[src/rtl/iskl_pkg.sv]
// Package of the info string key lookup: types, codes and shared constants.
package iskl_pkg;

  localparam int MAX_KEY_LEN  = 32;
  localparam int COUNT_WIDTH  = 16;
  localparam int KEY_POS_W    = 6;
  localparam int KEY_WORDS    = 4;
  localparam int KEY_WORD_W   = 64;
  localparam int MAX_LEN_W    = 16;
  localparam int CFG_IDX_W    = 3;
  localparam int CFG_DATA_W   = 64;
  localparam int CMP_W        = (COUNT_WIDTH > MAX_LEN_W) ? COUNT_WIDTH : MAX_LEN_W;

  localparam logic [7:0] SEP_CHAR = 8'h5C;

  localparam logic [MAX_LEN_W-1:0] MAX_LEN_RESET = MAX_LEN_W'(8192);

  // Register indexes of the configuration port
  localparam logic [CFG_IDX_W-1:0] REG_KEY_LENGTH      = CFG_IDX_W'(0);
  localparam logic [CFG_IDX_W-1:0] REG_KEY_CHARS_A     = CFG_IDX_W'(1);
  localparam logic [CFG_IDX_W-1:0] REG_KEY_CHARS_B     = CFG_IDX_W'(2);
  localparam logic [CFG_IDX_W-1:0] REG_KEY_CHARS_C     = CFG_IDX_W'(3);
  localparam logic [CFG_IDX_W-1:0] REG_KEY_CHARS_D     = CFG_IDX_W'(4);
  localparam logic [CFG_IDX_W-1:0] REG_MAX_INFO_LENGTH = CFG_IDX_W'(5);

  typedef enum logic [1:0] {
    PH_START = 2'd0,
    PH_KEY   = 2'd1,
    PH_VALUE = 2'd2,
    PH_DONE  = 2'd3
  } iskl_phase_e;

  typedef enum logic [1:0] {
    ST_FOUND     = 2'd0,
    ST_NOT_FOUND = 2'd1,
    ST_OVERSIZE  = 2'd2
  } iskl_status_e;

  typedef logic [KEY_WORDS-1:0][KEY_WORD_W-1:0] iskl_key_t;

  typedef struct packed {
    iskl_phase_e            phase;
    logic [KEY_POS_W-1:0]   key_pos;
    logic                   key_still;
    logic                   val_sel;
    logic                   key_found;
    logic [COUNT_WIDTH-1:0] byte_cnt;
  } iskl_state_t;

  typedef struct packed {
    logic [7:0]   value_byte;
    logic         is_end;
    iskl_status_e status;
  } iskl_result_t;

  function automatic iskl_state_t iskl_clear_state();
    iskl_state_t s;
    s.phase     = PH_START;
    s.key_pos   = '0;
    s.key_still = 1'b1;
    s.val_sel   = 1'b0;
    s.key_found = 1'b0;
    s.byte_cnt  = '0;
    return s;
  endfunction

  function automatic logic [7:0] iskl_fold(input logic [7:0] c);
    return (c >= 8'h61 && c <= 8'h7A) ? (c - 8'h20) : c;
  endfunction

endpackage

[src/rtl/iskl_intf.sv]
// Stream interfaces of the info string key lookup: string bytes in, results out.
interface iskl_in_if;
  import iskl_pkg::*;
  logic       valid;
  logic       ready;
  logic [7:0] ch;
  modport source (output valid, output ch, input ready);
  modport sink   (input valid, input ch, output ready);
endinterface

interface iskl_out_if;
  import iskl_pkg::*;
  logic       valid;
  logic       ready;
  logic [7:0] value_byte;
  logic       is_end;
  logic [1:0] status;
  modport source (output valid, output value_byte, output is_end, output status, input ready);
  modport sink   (input valid, input value_byte, input is_end, input status, output ready);
endinterface

[src/rtl/iskl_step.sv]
// Next-state and result logic for one string byte.
module iskl_step
  import iskl_pkg::*;
(
  input  iskl_state_t          st_i,
  input  logic [7:0]           ch_i,
  input  logic [KEY_POS_W-1:0] key_len_i,
  input  iskl_key_t            key_chars_i,
  input  logic [MAX_LEN_W-1:0] max_len_i,
  output iskl_state_t          st_o,
  output logic                 res_vld_o,
  output iskl_result_t         res_o
);

  localparam logic [KEY_POS_W-1:0] KEY_MAX = KEY_POS_W'(MAX_KEY_LEN);

  logic                 is_sep;
  logic                 len_bad;
  logic [KEY_POS_W-1:0] kc_pos;
  logic                 kc_still;
  logic [4:0]           kc_idx;
  logic [7:0]           kc_key;
  logic                 kc_still_n;
  logic [KEY_POS_W-1:0] kc_pos_n;
  logic                 key_match;

  assign is_sep  = (ch_i == SEP_CHAR);
  assign len_bad = (key_len_i > KEY_MAX);

  // one key character step; a new key starts from position zero
  assign kc_pos   = (st_i.phase == PH_START) ? '0 : st_i.key_pos;
  assign kc_still = (st_i.phase == PH_START) ? 1'b1 : st_i.key_still;
  assign kc_idx   = kc_pos[4:0];
  assign kc_key   = key_chars_i[kc_idx[4:3]][kc_idx[2:0]*8 +: 8];
  assign kc_pos_n = (kc_pos != '1) ? kc_pos + KEY_POS_W'(1) : kc_pos;

  always_comb begin
    kc_still_n = kc_still;
    if (kc_still) begin
      if (len_bad || kc_pos >= key_len_i) begin
        kc_still_n = 1'b0;
      end else if (kc_key == 8'h00 || iskl_fold(kc_key) != iskl_fold(ch_i)) begin
        kc_still_n = 1'b0;
      end
    end
  end

  assign key_match = st_i.key_still && !len_bad && (st_i.key_pos == key_len_i);

  always_comb begin
    st_o      = st_i;
    res_vld_o = 1'b0;
    res_o     = '{value_byte: 8'h00, is_end: 1'b0, status: ST_FOUND};
    if (ch_i == 8'h00) begin
      res_vld_o    = 1'b1;
      res_o.is_end = 1'b1;
      if (CMP_W'(st_i.byte_cnt) >= CMP_W'(max_len_i)) begin
        res_o.status = ST_OVERSIZE;
      end else if (st_i.key_found) begin
        res_o.status = ST_FOUND;
      end else begin
        res_o.status = ST_NOT_FOUND;
      end
      st_o = iskl_clear_state();
    end else begin
      if (st_i.byte_cnt != '1) begin
        st_o.byte_cnt = st_i.byte_cnt + COUNT_WIDTH'(1);
      end
      unique case (st_i.phase)
        PH_START: begin
          st_o.phase     = PH_KEY;
          st_o.key_pos   = '0;
          st_o.key_still = 1'b1;
          if (!is_sep) begin
            st_o.key_pos   = kc_pos_n;
            st_o.key_still = kc_still_n;
          end
        end
        PH_KEY: begin
          if (is_sep) begin
            st_o.val_sel = key_match;
            if (key_match) begin
              st_o.key_found = 1'b1;
            end
            st_o.phase = PH_VALUE;
          end else begin
            st_o.key_pos   = kc_pos_n;
            st_o.key_still = kc_still_n;
          end
        end
        PH_VALUE: begin
          if (is_sep) begin
            if (st_i.val_sel) begin
              st_o.val_sel = 1'b0;
              st_o.phase   = PH_DONE;
            end else begin
              st_o.key_pos   = '0;
              st_o.key_still = 1'b1;
              st_o.phase     = PH_KEY;
            end
          end else if (st_i.val_sel) begin
            res_vld_o        = 1'b1;
            res_o.value_byte = ch_i;
          end
        end
        PH_DONE: begin
          st_o.phase = PH_DONE;
        end
        default: begin
          st_o.phase = PH_DONE;
        end
      endcase
    end
  end

endmodule

[src/rtl/info_string_key_lookup_core.sv]
// Info string key lookup: top level with config registers, byte and result stages.
//
// Scans a backslash-separated key/value info string, one byte per transaction on
// in_i, and looks up the key programmed in the config registers (ASCII case is
// ignored). Each value byte of the first matching key comes out on out_o as a
// transaction with is_end low; the zero byte that ends the string produces one
// transaction with is_end high and status found, not found or oversize. Oversize
// is only known at the terminator, so on that status the value bytes already
// delivered must be thrown away. Throughput is one byte per cycle while results
// are taken: a byte enters the input register, the key compare and the state
// update run between that register and the result register, and a byte with a
// result waits while the result register is held. Bytes that make no result
// (keys, separators, unselected values) never wait for the output side. The
// longest path is the key character select, case fold and compare in iskl_step.
// The user must write config registers only while no string byte is in flight;
// the block does not enforce this. A write does not touch the scan state.
module info_string_key_lookup_core
  import iskl_pkg::*;
(
  input  logic                  clk_i,
  input  logic                  rst_ni,
  iskl_in_if.sink               in_i,
  iskl_out_if.source            out_o,
  input  logic                  cfg_we_i,
  input  logic [CFG_IDX_W-1:0]  cfg_idx_i,
  input  logic [CFG_DATA_W-1:0] cfg_wdata_i
);

  // config registers
  logic [KEY_POS_W-1:0] key_len_q;
  iskl_key_t            key_chars_q;
  logic [MAX_LEN_W-1:0] max_len_q;

  // scan state
  iskl_state_t st_q;
  iskl_state_t st_d;

  // input stage
  logic       s1_vld_q;
  logic [7:0] ch_q;

  // result stage
  logic         out_vld_q;
  iskl_result_t out_res_q;

  logic         res_vld;
  iskl_result_t res;
  logic         out_free;
  logic         s1_adv;
  logic         in_acc;

  always_ff @(posedge clk_i or negedge rst_ni) begin
    if (!rst_ni) begin
      key_len_q   <= '0;
      key_chars_q <= '0;
      max_len_q   <= MAX_LEN_RESET;
    end else if (cfg_we_i) begin
      unique case (cfg_idx_i)
        REG_KEY_LENGTH:      key_len_q      <= cfg_wdata_i[KEY_POS_W-1:0];
        REG_KEY_CHARS_A:     key_chars_q[0] <= cfg_wdata_i;
        REG_KEY_CHARS_B:     key_chars_q[1] <= cfg_wdata_i;
        REG_KEY_CHARS_C:     key_chars_q[2] <= cfg_wdata_i;
        REG_KEY_CHARS_D:     key_chars_q[3] <= cfg_wdata_i;
        REG_MAX_INFO_LENGTH: max_len_q      <= cfg_wdata_i[MAX_LEN_W-1:0];
        default: ;  // unknown index: ignored
      endcase
    end
  end

  iskl_step u_step (
    .st_i        (st_q),
    .ch_i        (ch_q),
    .key_len_i   (key_len_q),
    .key_chars_i (key_chars_q),
    .max_len_i   (max_len_q),
    .st_o        (st_d),
    .res_vld_o   (res_vld),
    .res_o       (res)
  );

  // A byte leaves the input stage unless it has a result and the result
  // register is still held by the sink.
  assign out_free   = !out_vld_q || out_o.ready;
  assign s1_adv     = s1_vld_q && (!res_vld || out_free);
  assign in_i.ready = !s1_vld_q || s1_adv;
  assign in_acc     = in_i.valid && in_i.ready;

  always_ff @(posedge clk_i or negedge rst_ni) begin
    if (!rst_ni) begin
      s1_vld_q  <= 1'b0;
      out_vld_q <= 1'b0;
      st_q      <= iskl_clear_state();
    end else begin
      if (in_acc) begin
        s1_vld_q <= 1'b1;
      end else if (s1_adv) begin
        s1_vld_q <= 1'b0;
      end
      if (s1_adv) begin
        st_q <= st_d;
      end
      if (s1_adv && res_vld) begin
        out_vld_q <= 1'b1;
      end else if (out_o.ready) begin
        out_vld_q <= 1'b0;
      end
    end
  end

  // payload registers
  always_ff @(posedge clk_i) begin
    if (in_acc) begin
      ch_q <= in_i.ch;
    end
    if (s1_adv && res_vld) begin
      out_res_q <= res;
    end
  end

  assign out_o.valid      = out_vld_q;
  assign out_o.value_byte = out_res_q.value_byte;
  assign out_o.is_end     = out_res_q.is_end;
  assign out_o.status     = out_res_q.status;

endmodule

[src/flat_wrapper.sv]
// flat-port wrapper written by rule: the top's interface ports become plain ports
module info_string_key_lookup_core_flat import iskl_pkg::*;
  (clk_i, rst_ni, cfg_we_i, cfg_idx_i, cfg_wdata_i, in_i_valid, in_i_ch, in_i_ready, out_o_valid, out_o_value_byte, out_o_is_end, out_o_status, out_o_ready);
  iskl_in_if in_i_i ();
  iskl_out_if out_o_i ();
  input  logic clk_i;
  input  logic rst_ni;
  input  logic cfg_we_i;
  input  logic [CFG_IDX_W-1:0] cfg_idx_i;
  input  logic [CFG_DATA_W-1:0] cfg_wdata_i;
  input wire logic [$bits(in_i_i.valid)-1:0] in_i_valid;
  input wire logic [$bits(in_i_i.ch)-1:0] in_i_ch;
  output wire logic [$bits(in_i_i.ready)-1:0] in_i_ready;
  output wire logic [$bits(out_o_i.valid)-1:0] out_o_valid;
  output wire logic [$bits(out_o_i.value_byte)-1:0] out_o_value_byte;
  output wire logic [$bits(out_o_i.is_end)-1:0] out_o_is_end;
  output wire logic [$bits(out_o_i.status)-1:0] out_o_status;
  input wire logic [$bits(out_o_i.ready)-1:0] out_o_ready;
  assign in_i_i.valid = in_i_valid;
  assign in_i_i.ch = in_i_ch;
  assign in_i_ready = in_i_i.ready;
  assign out_o_valid = out_o_i.valid;
  assign out_o_value_byte = out_o_i.value_byte;
  assign out_o_is_end = out_o_i.is_end;
  assign out_o_status = out_o_i.status;
  assign out_o_i.ready = out_o_ready;
  info_string_key_lookup_core u_core (.clk_i(clk_i), .rst_ni(rst_ni), .in_i(in_i_i), .out_o(out_o_i), .cfg_we_i(cfg_we_i), .cfg_idx_i(cfg_idx_i), .cfg_wdata_i(cfg_wdata_i));
endmodule
[config.mk]
export PLATFORM = sky130hd
export DESIGN_NAME = info_string_key_lookup_core_flat
export DESIGN_NICKNAME = d
export VERILOG_FILES = /design/src/rtl/iskl_pkg.sv /design/src/rtl/iskl_intf.sv /design/src/rtl/iskl_step.sv /design/src/rtl/info_string_key_lookup_core.sv /design/src/flat_wrapper.sv
export SDC_FILE = /design/constraint.sdc
export NUM_CORES = 1
export LEC_CHECK = 0
export ABC_CLOCK_PERIOD_IN_PS = 6250
export BUFFER_PORTS_ARGS = -buffer_cell sky130_fd_sc_hd__buf_2
export CAP_MARGIN = 20
export CORE_UTILIZATION = 50
export CTS_CLUSTER_SIZE = 40
export DETAILED_ROUTE_END_ITERATION = 10
export GPL_TIMING_DRIVEN = 0
export PLACE_DENSITY_LB_ADDON = 0.1
export SLEW_MARGIN = 20
export SYNTH_ARGS = -nofsm -noshare
export SYNTH_HDL_FRONTEND = slang
export SYNTH_SLANG_ARGS = --single-unit
[constraint.sdc]
create_clock -name clk_i -period 6.25 [get_ports clk_i]
set_input_delay 0.3125 -clock clk_i [delete_from_list [all_inputs] [get_ports clk_i]]
set_output_delay 0.3125 -clock clk_i [all_outputs]
set_load 0.02 [all_outputs]
# == Word level (Yosys, flattened, before mapping) ==
# Index checks and enable logic that the tools add are counted.
# op_classes
add_sub_neg,4
n_reduce_logical,41
order_cmp,8
eq_ne,17
mux,35
shift,1
bitwise,3
# ops
op,n
64-bit binary-select mux with 2-bit select,1
64-bit two-way mux,1
64-bit by 7-bit variable part select with 8-bit output,1
27-bit two-way mux,1
7-bit two-way mux,3
7-bit case mux with 3 select lines,1
16-bit by 1-bit adder with 16-bit output (second input constant),1
16-bit >= comparator,1
8-bit by 7-bit >= comparator with 1-bit output (second input constant),2
8-bit by 7-bit less-or-equal comparator with 1-bit output (second input constant),2
8-bit logical NOT,2
16-bit two-way mux,1
8-bit two-way mux,2
16-bit inequality test (second input constant),1
8-bit by 6-bit subtractor with 8-bit output (second input constant),2
1-bit two-way mux,15
2-bit AND reduction,7
6-bit two-way mux,2
3-bit inequality test (second input constant),4
2-bit nonzero test,6
10-bit two-way mux,1
8-bit by 7-bit == test with 1-bit output (second input constant),1
2-bit two-way mux,4
8-bit inequality test,1
other kinds (27),46
# totals
output_inout_bits,13
elab_cells,128
in_bits,80
reg_bits,326

# == Longest topological paths before layout ==
# Gate-level depths: netlist of the first run.
# depth
depth_word,16
depth_mapped,16
ltp_nobuf,13

# == By module ==
# A second synthesis of the first run with hierarchy kept.
# hier_totals
cells_unflattened,1381
hier_area_um2,16960.0
# by_module_without_submodules
mod,seq_area_each_um2,area_each_um2,cells_per_inst,instances
info_string_key_lookup_core,8255.4,12620.9,774,1
iskl_step,0.0,4339.2,607,1

# == Least setup slack after synthesis of the first run ==
# No wires, ideal clock.
# synth_timing
path_kind,register to register
startpoint,register u_core.st_q[25] in the netlist's numbering
endpoint,register u_core.st_q[18] in the netlist's numbering
setup_time_ns,0.091
period_less_slack_ns,3.117
arrival_ns,3.026
required_time_ns,6.159
slack_ns,3.133
n_path_buf,3
path_stages_with_launch,16
cell_sequence,dfrtp_1 -> inv_1 -> ha_1 -> and2b_1 -> buf_6 -> inv_2 -> buf_6 -> buf_2 -> nand2_1 -> nand3b_1 -> a221o_1 -> o31ai_1 -> ha_1 -> xnor2_1 -> o41a_1 -> o31ai_1
# synth_between
elab_chain_len,16
word_cells_on_any_way,35
classes_between,add/sub (1); order compare (3); eq/ne (6); shift (1); mux (14); reduce/logical (10)
# synth_lines
item,line,source
start: declaration,info_string_key_lookup_core.sv:35,iskl_state_t st_q;
start signal: assignment,info_string_key_lookup_core.sv:92,st_q <= iskl_clear_state();
start signal: assignment,info_string_key_lookup_core.sv:100,st_q <= st_d;
2-bit logical NOT,"iskl_step.sv:31, iskl_step.sv:32, iskl_step.sv:69",
6-bit two-way mux,iskl_step.sv:31,assign kc_pos = (st_i.phase == PH_START) ? '0 : st_i.key_pos;
64-bit binary-select mux with 2-bit select,iskl_step.sv:34,assign kc_key = key_chars_i[kc_idx[4:3]][kc_idx[2:0]*8 +: 8];
64-bit two-way mux (implied by the code),iskl_step.sv:34,
64-bit by 7-bit variable part select with 8-bit output,iskl_step.sv:34,
8-bit by 7-bit >= comparator with 1-bit output / 8-bit by 7-bit less-or-equal comparator with 1-bit output (equally long branches),iskl_pkg.sv:68,return (c >= 8'h61 && c <= 8'h7A) ? (c - 8'h20) : c;
1-bit logical AND,iskl_pkg.sv:68,
8-bit two-way mux,iskl_pkg.sv:68,
8-bit inequality test,iskl_step.sv:42,end else if (kc_key == 8'h00 || iskl_fold(kc_key) != iskl_fold(ch_i)) begin
1-bit logical OR,iskl_step.sv:42,
1-bit two-way mux,iskl_step.sv:42,
1-bit two-way mux,iskl_step.sv:40,if (len_bad || kc_pos >= key_len_i) begin
1-bit two-way mux,iskl_step.sv:39,if (kc_still) begin
"7-bit two-way mux, on equally long branches","iskl_step.sv:80, iskl_step.sv:74",
7-bit case mux with 3 select lines,iskl_step.sv:69,unique case (st_i.phase)
27-bit two-way mux,iskl_step.sv:54,if (ch_i == 8'h00) begin
# Parallel ways exist; a longest one is shown, timed or not. The select of a mux whose other input is x is not followed.
# A chain may end at the register's enable or synchronous reset.

# == Worst setup path after layout of the first run ==
# Ends and elaborated chain as after synthesis.

==> impl_results.md, run 1 <==
- Outcome: finished clean
- Post-synth EDFFs: 19
- Largest net degree at the start of global routing: 99
- Crit path time final: about 4.4 ns
- Synth unique cells: roughly 80
- Total I/O pin count: 93
- Final Skew: 0.0238 ns
- WL/cell: between 20 and 25 µm
- Std-Cell Rows: between 60 and 70
- F_max: approximately 230 MHz
- Starting DRT DRC Count: about 830
- Top cell types by occurrence after synthesis: dfrtp_1 (305), mux2_2 (284), nand2_1 (65), a21oi_1 (41), o21ai_0 (40)
- Unrepaired setup endpoints after global routing: no
- Overflow after GRT: 0
- Clk Tree Root Cell: clkbuf_16
- Slowest stage cell, crit path: o31ai_1
- Htree depth: 2
- Sequential cell area: between 8000 and 9000 µm²
- Ys Warns: 0
- Die area: ~33000 µm²
- Synth area leaders: dfrtp_1 (48%), mux2_2 (20%), edfxtp_1 (3.6%), mux4_2 (2.5%), ha_1 (2.4%)
- Via-to-Cell Ratio: just over 6
- Residual DRC count: 0
- Register-to-Register Path Depth: 13
- First-pass GRT wire length: a little under 70000 µm
- CTS Sinks: 326
- Share of layout cells above drive strength 1: 0.364
- N_diodes: 0
- CTS tree: done
- Pre-Repair DR Iteration Count: 8
- Area of the multi-input gates: between 7000 and 8000 µm²
- Critical path launch point type: flip-flop
- Core area: a little over 30000 µm²
- Initial antenna violation count: 0
- Via count: 11200
- Starting density of the core: 0.514
- TritonCTS Buffers: 37
- # fillers: 2600
- Synth Net Count: ~1400
- Req. time, crit path: 6.69 ns
- Number of global-route vias before repair: 11200
- Period utilization: 0.709
- Pleak: roughly 8 nW
- Peak supply drop: ~0.00024 V
- Post-Syn Instances: ~1300
- Area share of the largest cell type after synthesis: 0.480
- Max_slew headroom: 0.323
- Design area: 18300 µm²
- Critical path type: flip-flop to flip-flop
- Flops & latches, synth: roughly 330
- CP endpoint kind: flip-flop
- DP HPWL: around 31000 µm
- Dpl cell area: 17000 µm²
- Crit path from: u_core.st_q[25]$_DFFE_PN0P_
- CP max FO: 10
- GRT Total Usage: 0.282
- Worst path cell trace: inv_1, ha_1, nand2b_1, buf_6, buf_2, buf_2, mux2i_1, a21oi_1, o31ai_1, ha_1, xnor2_1, o41a_1, o31ai_1
- R2r endpoint: u_core.st_q[18]$_DFFE_PN1P_
- Register area share after synthesis: 0.519
- Max stage delay on crit path: ~0.73 ns
- Slew Viols, Final: 0
- Power Density: about 430 nW/µm²
- Syn Std Cell Area: ~16000 µm²
- CP arrival: slightly below 5 ns
- Final wirelength: about 45000 µm
- Die Ht: between 150 and 200 µm
- P&R area growth vs syn: 15.3%
- Reg-to-reg startpoint: u_core.st_q[25]$_DFFE_PN0P_
- Top Family by Delay on Critical Path: compound AO/OA/AOI/OAI gates
- CTS max path bufs: 3
- Post-layout util: 0.593
- Setup Fix Bufs, Post-CTS: 0
- Final setup viols: 0
- Slew @ Worst Pin: slightly above 1 ns
- Syn_area_per_cell: 12.7 µm²
- Clk_lat worst skew: around 0.54 ns
- Largest area contributor in the netlist: dfrtp_1
- Levels on crit path: 13
- Most frequent cell after synthesis: dfrtp_1
- Die W: 180 µm
- CP Capture Point: u_core.st_q[18]$_DFFE_PN1P_
- # port buffers: 92
- Hold Crit Class: primary input to flip-flop
- Register-to-Register Setup Slack: 1.82 ns
- Top_reg_cell synth: dfrtp_1
- Reg clk slew, reported paths: about 0.060 ns
- Crit path buffers/inverters: 4
- Max Cap Viol: 0
- Final Hold Vio Count: 0
- Ys async rst share: 0.942
- Post-route ant nets: 0
- Gpl congestion: around 0.93
- Total Nets Final: 1507
==> layer usage <==
layer | track usage | share of wire | vias up
met5 | 0.00741 | 0 | -
met4 | 0.0821 | 0.027 | 0
met3 | 0.0513 | 0.071 | 87
met2 | 0.441 | 0.46 | 431
met1 | 0.402 | 0.44 | 5765
li1 | - | - | 4886
==> how the worst min path moves through the flow <==
stage / startpoint / endpoint / slack [ns] / cells after the start
CTS: cfg_wdata_i[36] / u_core.key_chars_q[100]$_DFFE_PN0P_ / 0.04 / 3
detailed placement: rst_ni / u_core.st_q[9]$_DFFE_PN0P_ / 0.19 / 1
global placement: u_core.key_chars_q[185]$_DFFE_PN0P_ / u_core.key_chars_q[185]$_DFFE_PN0P_ / 0.48 / 1
finish: cfg_wdata_i[61] / u_core.key_chars_q[253]$_DFFE_PN0P_ / 0.04 / 2
global route: cfg_wdata_i[40] / u_core.key_chars_q[168]$_DFFE_PN0P_ / 0.05 / 2
floorplan: rst_ni / u_core.key_chars_q[0]$_DFFE_PN0P_ / 0.02 / 0
==> kinds of logic after synthesis <==
group / count (synthesis) / synth area share
compound gates: 196 / 0.0855
xor+xnor: 25 / 0.0138
fa+ha+maj: 31 / 0.0244
buf+inv: 115 / 0.0356
flops: 326 / 0.519
mux: 341 / 0.252
simple gates: 217 / 0.0699
==> stage by stage <==
step / TNS [ns] / cells / hold WS (ns) / worst slack, ns / total power [W]
after floorplan: 0 / 1251 / 0.0169 / 3.13 / 0.00466
after global placement: -313.24 / 1739 / 0.481 / -1.06 / 0.00555
after detailed placement: 0 / 1742 / 0.191 / 1.98 / 0.00560
after CTS: 0 / 1817 / 0.0358 / 1.96 / 0.00790
after global routing: 0 / 1818 / 0.0539 / 1.73 / 0.00824
final: 0 / 1818 / 0.0432 / 1.82 / 0.00792
==> what timing repair did <==
action	CTS	global route
setup endpoints to repair	0	0
hold endpoints to repair	35	0
hold buffers	10	0
gates resized for setup	0	0
==> cell type report <==
cell class                      count  area share
Buffer                             75      0.0224
Clock buffer                       54      0.0612
Clock inverter                     11     0.00887
Timing Repair Buffer              106      0.0359
Tap cell                          396      0.0270
Inverter                           40     0.00846
Multi-Input combinational cell    810       0.386
Sequential cell                   326       0.450
==> where the power goes <==
part	switching [W]	total (W)	internal, W	leakage (nW)
logic	0.00160	0.00279	0.00118	3.35
clock network	0.000899	0.00228	0.00138	0.632
registers	0.000265	0.00285	0.00259	3.90
==> placed cells by master (no fill, tap or decap), types with 18 or more instances in the layout <==
cell type / count
a21oi_1: 41
nor2_1: 39
nor3_1: 19
ha_1: 31
clkbuf_1: 42
inv_1: 35
mux2i_1: 36
edfxtp_1: 19
mux4_2: 18
dfrtp_1: 305
mux2_2: 284
o21ai_0: 40
clkbuf_16: 39
nand2_1: 65
buf_2: 112
==> flip-flops by register name, summed over array words and instances (netlist names) <==
register and cells:
u_core.key_chars_q 256, u_core.ch_q 8, u_core.out_o.status 2, u_core.max_len_q 16
u_core.s1_vld_q 1, u_core.out_o.is_end 1, u_core.key_len_q 6, u_core.st_q 27
u_core.out_o.value_byte 8, u_core.out_o.valid 1
Note: power is estimated with default switching activity, not from simulation.
==> inputs of run 2 (changes only) <==
Settings changed: ABC_CLOCK_PERIOD_IN_PS 6250 to 4000.
Clock period 6.25 ns to 4 ns, I/O delays scaled along.
==> run 2 against run 1 <==
  * Sequential cell count unchanged
  * Sequential share of layout area down 1.6 points
  * Critical path depth up 1
  * Clock power up 56%
  * Clock skew down 0.00074 ns
  * Combinational power up 62%
  * Non-clock buffer count up 60
  * Critical endpoint unchanged
  * Highest routed layer unchanged
==> impl_results.md, run 2 (synthesis results as in run 1) <==
- Crit path time final: 3.91 ns
- Clock power share: 0.284
- Critical path type: flip-flop to flip-flop
- Overflow after GRT: 0
- Clk Tree Root Cell: clkbuf_16
- Total Nets Final: roughly 1600
- Outcome: finished clean
- Dpl ws: -0.269 ns
- Register-to-Register Setup Slack: 0.09 ns
- Max reg flops: around 260
- CP arrival: 4.35 ns
- Reg clk slew, reported paths: about 0.060 ns
- Die Ht: 180 µm
- Flop pwr share: 0.355
- CP endpoint kind: flip-flop
- Total I/O pin count: 93
- First-pass GRT wire length: ~70000 µm
- Std-Cell Rows: 64
- TritonCTS Buffers: 37
- Gate power share: 0.360
- Area of the multi-input gates: between 7000 and 8000 µm²
- Max Cap Viol: 0
- Final Hold Vio Count: 0
- Pre-Repair DR Iteration Count: 6
- Number of global-route vias before repair: about 11000
- NetSw: roughly 0.0044 W
- Htree depth: 2
- Sw Ratio: 0.350
- Peak supply drop: 0.000378 V
- F_max: between 200 and 300 MHz
- Die W: around 180 µm
- Power Density: 659 nW/µm²
- Final setup viols: 0
- Worst Setup Slack, final: approximately 0.09 ns
- Slew Viols, Final: 0
- Critical path launch point type: flip-flop
- CTS tree: done
- Die area: ~33000 µm²
- Reg-to-reg startpoint: u_core.st_q[25]$_DFFE_PN0P_
- Starting DRT DRC Count: ~880
- Core area: around 30000 µm²
- Final wirelength: around 46000 µm
- P&R area growth vs syn: 19.6%
- Worst hold slack: 0.0239 ns
- Largest net degree at the start of global routing: between 90 and 100
- Internal power: ~0.0082 W
- WL/cell: approximately 24 µm
- N_diodes: 0
- R2r endpoint: u_core.st_q[18]$_DFFE_PN1P_
- Period utilization: 0.978
- Register-to-Register Path Depth: 14
- Initial antenna violation count: 0
- Residual DRC count: 0
- Share of layout cells above drive strength 1: 0.358
- Final Skew: approximately 0.023 ns
- Hold Path Origin: cfg_wdata_i[0]
- Post-layout util: 0.615
- DP HPWL: 30800 µm
- Hold Crit Class: primary input to flip-flop
- Sequential cell area: ~8300 µm²
- Gpl congestion: 0.930
- CP max FO: 10
- Slew @ Worst Pin: between 1 and 1.5 ns
- Via-to-Cell Ratio: 6.06
- Starting density of the core: 0.514
- Total Power: approximately 0.013 W
- # port buffers: 92
- # fillers: between 2000 and 3000
- Endpoint, Worst Hold: u_core.max_len_q[0]$_DFFE_PN0P_
- Commonest non-fill, non-tap cell in the layout: dfrtp_1
- Clk_lat worst skew: about 0.54 ns
- Post-route ant nets: 0
- CTS max path bufs: 3
- Max_slew headroom: 0.305
- Req. time, crit path: 4.44 ns
- Register with the most flip-flops: u_core.key_chars_q
- Pleak: between 8 and 9 nW
- Unrepaired setup endpoints after global routing: no
- Number of stages on the worst hold path: 2
- CTS Sinks: 326
- Biggest regs: u_core.key_chars_q: 256 flops, u_core.st_q: 27 flops, u_core.max_len_q: 16 flops
- Most frequent cells in the layout: dfrtp_1 (305), mux2_2 (284), buf_2 (110), dlygate4sd3_1 (69), nand2_1 (65)
- GRT Total Usage: 0.286
- Via count: between 10000 and 15000
==> run 2: cell types whose count changed in the layout (fill, tap and decap cells not counted), sizes merged <==
| cell | previous run | this run |
|---|---|---|
| clkbuf | 91 | 94 |
| dlygate4sd3 | 10 | 69 |
| buf | 134 | 132 |
==> run 2: cell type report <==
class | instances | area share
Clock buffer | 54 | 0.0590
Clock inverter | 11 | 0.00855
Tap cell | 396 | 0.0261
Multi-Input combinational cell | 810 | 0.376
Inverter | 40 | 0.00816
Buffer | 75 | 0.0222
Timing Repair Buffer | 166 | 0.0661
Sequential cell | 326 | 0.434
==> run 2: layer usage <==
metal  GRT usage  part of all wire  vias to the layer above
met3      0.0509             0.069                       97
met5     0.00741                 0                        -
met1       0.406              0.44                     5848
li1            -                 -                     5008
met4      0.0824             0.029                        0
met2       0.449              0.46                      437
==> run 2: worst max-delay path by stage <==
stage	start	end	slack, ns	depth (start not counted)
global placement	rst_ni	u_core.key_chars_q[61]$_DFFE_PN0P_	-3.20	1
finish	u_core.st_q[25]$_DFFE_PN0P_	u_core.st_q[18]$_DFFE_PN1P_	0.09	14
global route	u_core.st_q[22]$_DFFE_PN0P_	u_core.st_q[18]$_DFFE_PN1P_	0.005	11
detailed placement	u_core.st_q[25]$_DFFE_PN0P_	u_core.st_q[18]$_DFFE_PN1P_	-0.27	13
CTS	u_core.st_q[25]$_DFFE_PN0P_	u_core.st_q[18]$_DFFE_PN1P_	0.02	13
floorplan	u_core.st_q[25]$_DFFE_PN0P_	u_core.st_q[18]$_DFFE_PN1P_	0.88	15
==> run 2: repair_timing <==
action                                 4_1_cts  5_1_grt
cloned                                       0        0
endpoints found under the hold margin      455        0
hold buffers                                69        0
buffers inserted                             0        1
pin swaps                                    0        1
gates resized for setup                      4       15
setup endpoints to repair                    1        1
==> run 2: power by group through the flow <==
stage	Sequential [W]	Combinational (W)	Clock (W)
6_report	0.00446	0.00452	0.00356
4_1_cts	0.00444	0.00436	0.00361
5_1_grt	0.00454	0.00477	0.00373
3_5_place_dp	0.00450	0.00426	0
3_3_place_gp	0.00447	0.00420	0
2_1_floorplan	0.00438	0.00289	0
==> run 2: stage by stage <==
step | area, µm² | std cells | setup TNS (ns)
2_1_floorplan | 15900 | 1251 | 0
3_3_place_gp | 16900 | 1739 | -967.62
3_5_place_dp | 17000 | 1742 | -0.269
4_1_cts | 18900 | 1876 | 0
5_1_grt | 19000 | 1878 | 0
6_report | 19000 | 1878 | 0
==> run 2: critical path: stages (launching register included) <==
cell and delay [ns]:
dfrtp_1 0.42, inv_1 0.16, ha_4 0.20, and2b_1 0.19
buf_6 0.16, buf_6 0.18, clkbuf_4 0.26, a221oi_2 0.33
o22ai_1 0.18, a221oi_2 0.51, o31ai_4 0.20, ha_1 0.24
xnor2_1 0.13, o41a_1 0.41, o31ai_1 0.24
==> inputs of run 3 (changes only) <==
Settings changed: ABC_CLOCK_PERIOD_IN_PS 4000 to 3980, CORE_ASPECT_RATIO set to 0.5, SLEW_MARGIN 20 to not set.
Clock period 4 ns to 3.98 ns, I/O delays scaled along.
==> run 3 against run 2 <==
  * Wire length is 4.8% higher
  * Clock-buffer cell count down 11
  * Sequential share of layout area rose by 0.43 points
  * Clock skew decreased by 0.0079 ns
  * Combinational power increased by 4%
  * Total power fell by 3.2%
  * Register-to-register slack improved by 0.02 ns
==> impl_results.md, run 3 (synthesis results as in run 1) <==
- Period utilization: 0.974
- Max Cap Viol: 0
- Max_slew headroom: 0.249
- Reg-to-reg startpoint: u_core.st_q[23]$_DFFE_PN0P_
- Met2 routed WL: roughly 21000 µm
- Largest net degree at the start of global routing: between 100 and 150
- Total Nets Final: between 1500 and 2000
- Critical path launch point type: flip-flop
- Power Density: approximately 640 nW/µm²
- # port buffers: 92
- Share of layout cells above drive strength 1: 0.354
- Initial antenna violation count: 0
- CTS Sinks: ~330
- Commonest non-fill, non-tap cell in the layout: dfrtp_1
- Pre-Repair DR Iteration Count: 5
- Slew @ Worst Pin: 1.12 ns
- Req. time, crit path: around 4.5 ns
- Post-layout util: 0.611
- CP arrival: between 4 and 5 ns
- Gpl congestion: around 0.92
- Unrepaired setup endpoints after global routing: no
- Hold Path Origin: cfg_wdata_i[0]
- Starting DRT DRC Count: roughly 860
- CP endpoint kind: flip-flop
- Worst path cell trace: clkbuf_1, buf_2, buf_2, buf_2, mux2i_1, a221oi_4, o31ai_4, ha_1, xnor2_1, o41a_1, o31ai_1
- Clk_lat worst skew: 0.59 ns
- Sequential cell area: around 8300 µm²
- Core area: roughly 30000 µm²
- Final wirelength: approximately 48000 µm
- Top sig layer: met4
- CP max FO: 10
- F_max: 258 MHz
- Htree depth: 1
- Critical path type: flip-flop to flip-flop
- Biggest regs: u_core.key_chars_q: 256 flops, u_core.st_q: 27 flops, u_core.max_len_q: 16 flops
- DP HPWL: approximately 33000 µm
- Std-Cell Rows: 45
- Hold Crit Class: primary input to flip-flop
- Starting density of the core: 0.516
- Via count: between 10000 and 15000
- TritonCTS Buffers: 30
- Final Hold Vio Count: 0
- Max stage delay on crit path: 0.45 ns
- CTS tree: done
- Clk Tree Root Cell: clkbuf_16
- Reg clk slew, reported paths: about 0.080 ns
- Via-to-Cell Ratio: 6.02
- Residual DRC count: 0
- First-pass GRT wire length: 73200 µm
- GRT Total Usage: 0.306
- Number of global-route vias before repair: around 12000
- Post-route ant nets: 0
- Post-Route M1 WL: between 20000 and 25000 µm
- Max reg flops: approximately 260
- Slew Viols, Final: 0
- P&R area growth vs syn: 18.4%
- Outcome: finished clean
- Die area: roughly 33000 µm²
- N_diodes: 0
- Area of the multi-input gates: a little over 7000 µm²
- CTS max path bufs: 3
- Final Skew: ~0.015 ns
- Dpl cell area: between 15000 and 20000 µm²
- # fillers: approximately 2500
- CP dominant cell by count: buf_2
- WL/cell: roughly 25 µm
- Pleak: between 8 and 9 nW
- Register with the most flip-flops: u_core.key_chars_q
- Slowest stage cell, crit path: a221oi_4
- Overflow after GRT: 0
- Total I/O pin count: 93
- Die W: around 250 µm
- Design area: around 19000 µm²
- Crit path from: u_core.st_q[23]$_DFFE_PN0P_
- Most frequent cells in the layout: dfrtp_1 (305), mux2_2 (284), buf_2 (108), dlygate4sd3_1 (74), nand2_1 (65)
- Crit path time final: between 3 and 4 ns
- DR WL met3: between 3000 and 4000 µm
- Final setup viols: 0
- Peak supply drop: ~0.00042 V
- Die Ht: approximately 130 µm
==> run 3: cell count changes in the layout (fill, tap and decap cells not counted), moves of 2 or more <==
cell,change
a31oi_4,+2
buf_2,-2
bufinv_16,-2
dlygate4sd3_1,+5
clkbuf_1,-3
clkbuf_4,+3
buf_4,+3
a31oi_2,-2
clkinvlp_4,+2
clkbuf_16,-9
==> run 3: power breakdown <==
part | internal, W | switching (W) | total [W]
Clock | 0.00162 | 0.00134 | 0.00296
Sequential | 0.00406 | 0.000420 | 0.00448
Combinational | 0.00200 | 0.00269 | 0.00470
==> run 3: worst paths after layout <==
kind	endpoint	slack [ns]	depth (start not counted)
max in group asynchronous	u_core.key_chars_q[227]$_DFFE_PN0P_	2.26	4
worst min register to register	u_core.st_q[16]$_DFFE_PN0P_	0.51	2
worst min-delay path	u_core.key_chars_q[192]$_DFFE_PN0P_	0.06	2
worst max-delay path	u_core.st_q[18]$_DFFE_PN1P_	0.11	11
min in group asynchronous	u_core.st_q[8]$_DFFE_PN0P_	0.24	2
worst max register to register	u_core.st_q[18]$_DFFE_PN1P_	0.11	11
==> run 3: cell type report <==
type                    count  area share
well taps                 423      0.0281
clock inverters            11     0.00551
repair buffers            172      0.0687
clock buffers              43      0.0472
flip-flops and latches    326       0.438
inverters                  40     0.00824
plain buffers              75      0.0230
multi-input cells         810       0.381
==> run 3: worst max-delay path: cells and delay by family (launching register included) <==
| family | cells | cell delay, ns |
|---|---|---|
| compound gates | 4 | 1.32 |
| xor+xnor | 1 | 0.13 |
| fa+ha+maj | 1 | 0.25 |
| buf+inv | 4 | 1.48 |
| flops | 1 | 0.33 |
| mux | 1 | 0.24 |
==> run 3: through the flow <==
stage          worst slack [ns]  instances  power (W)  setup TNS [ns]  hold WS, ns
2_1_floorplan             0.863       1251    0.00731               0      -0.0966
3_3_place_gp              -2.91       1766    0.00880         -876.44        0.376
3_5_place_dp             -0.553       1769    0.00892          -0.553        0.301
4_1_cts                 0.00586       1897     0.0120               0       0.0170
5_1_grt                  0.0106       1900     0.0127               0       0.0390
6_report                  0.105       1900     0.0121               0       0.0622
==> run 3: routing by layer <==
metal,up-vias,global-route usage
met5,-,0
met4,0,0.0783
met3,72,0.0682
met2,386,0.469
met1,5955,0.441
li1,5024,-
==> run 3: what timing repair did <==
| item | CTS | global route |
|---|---|---|
| pin swaps | 1 | 2 |
| endpoints found under the hold margin | 369 | 0 |
| gates resized for setup | 10 | 18 |
| endpoints found under the setup margin | 1 | 1 |
| hold buffers | 74 | 0 |
| setup buffers | 0 | 3 |
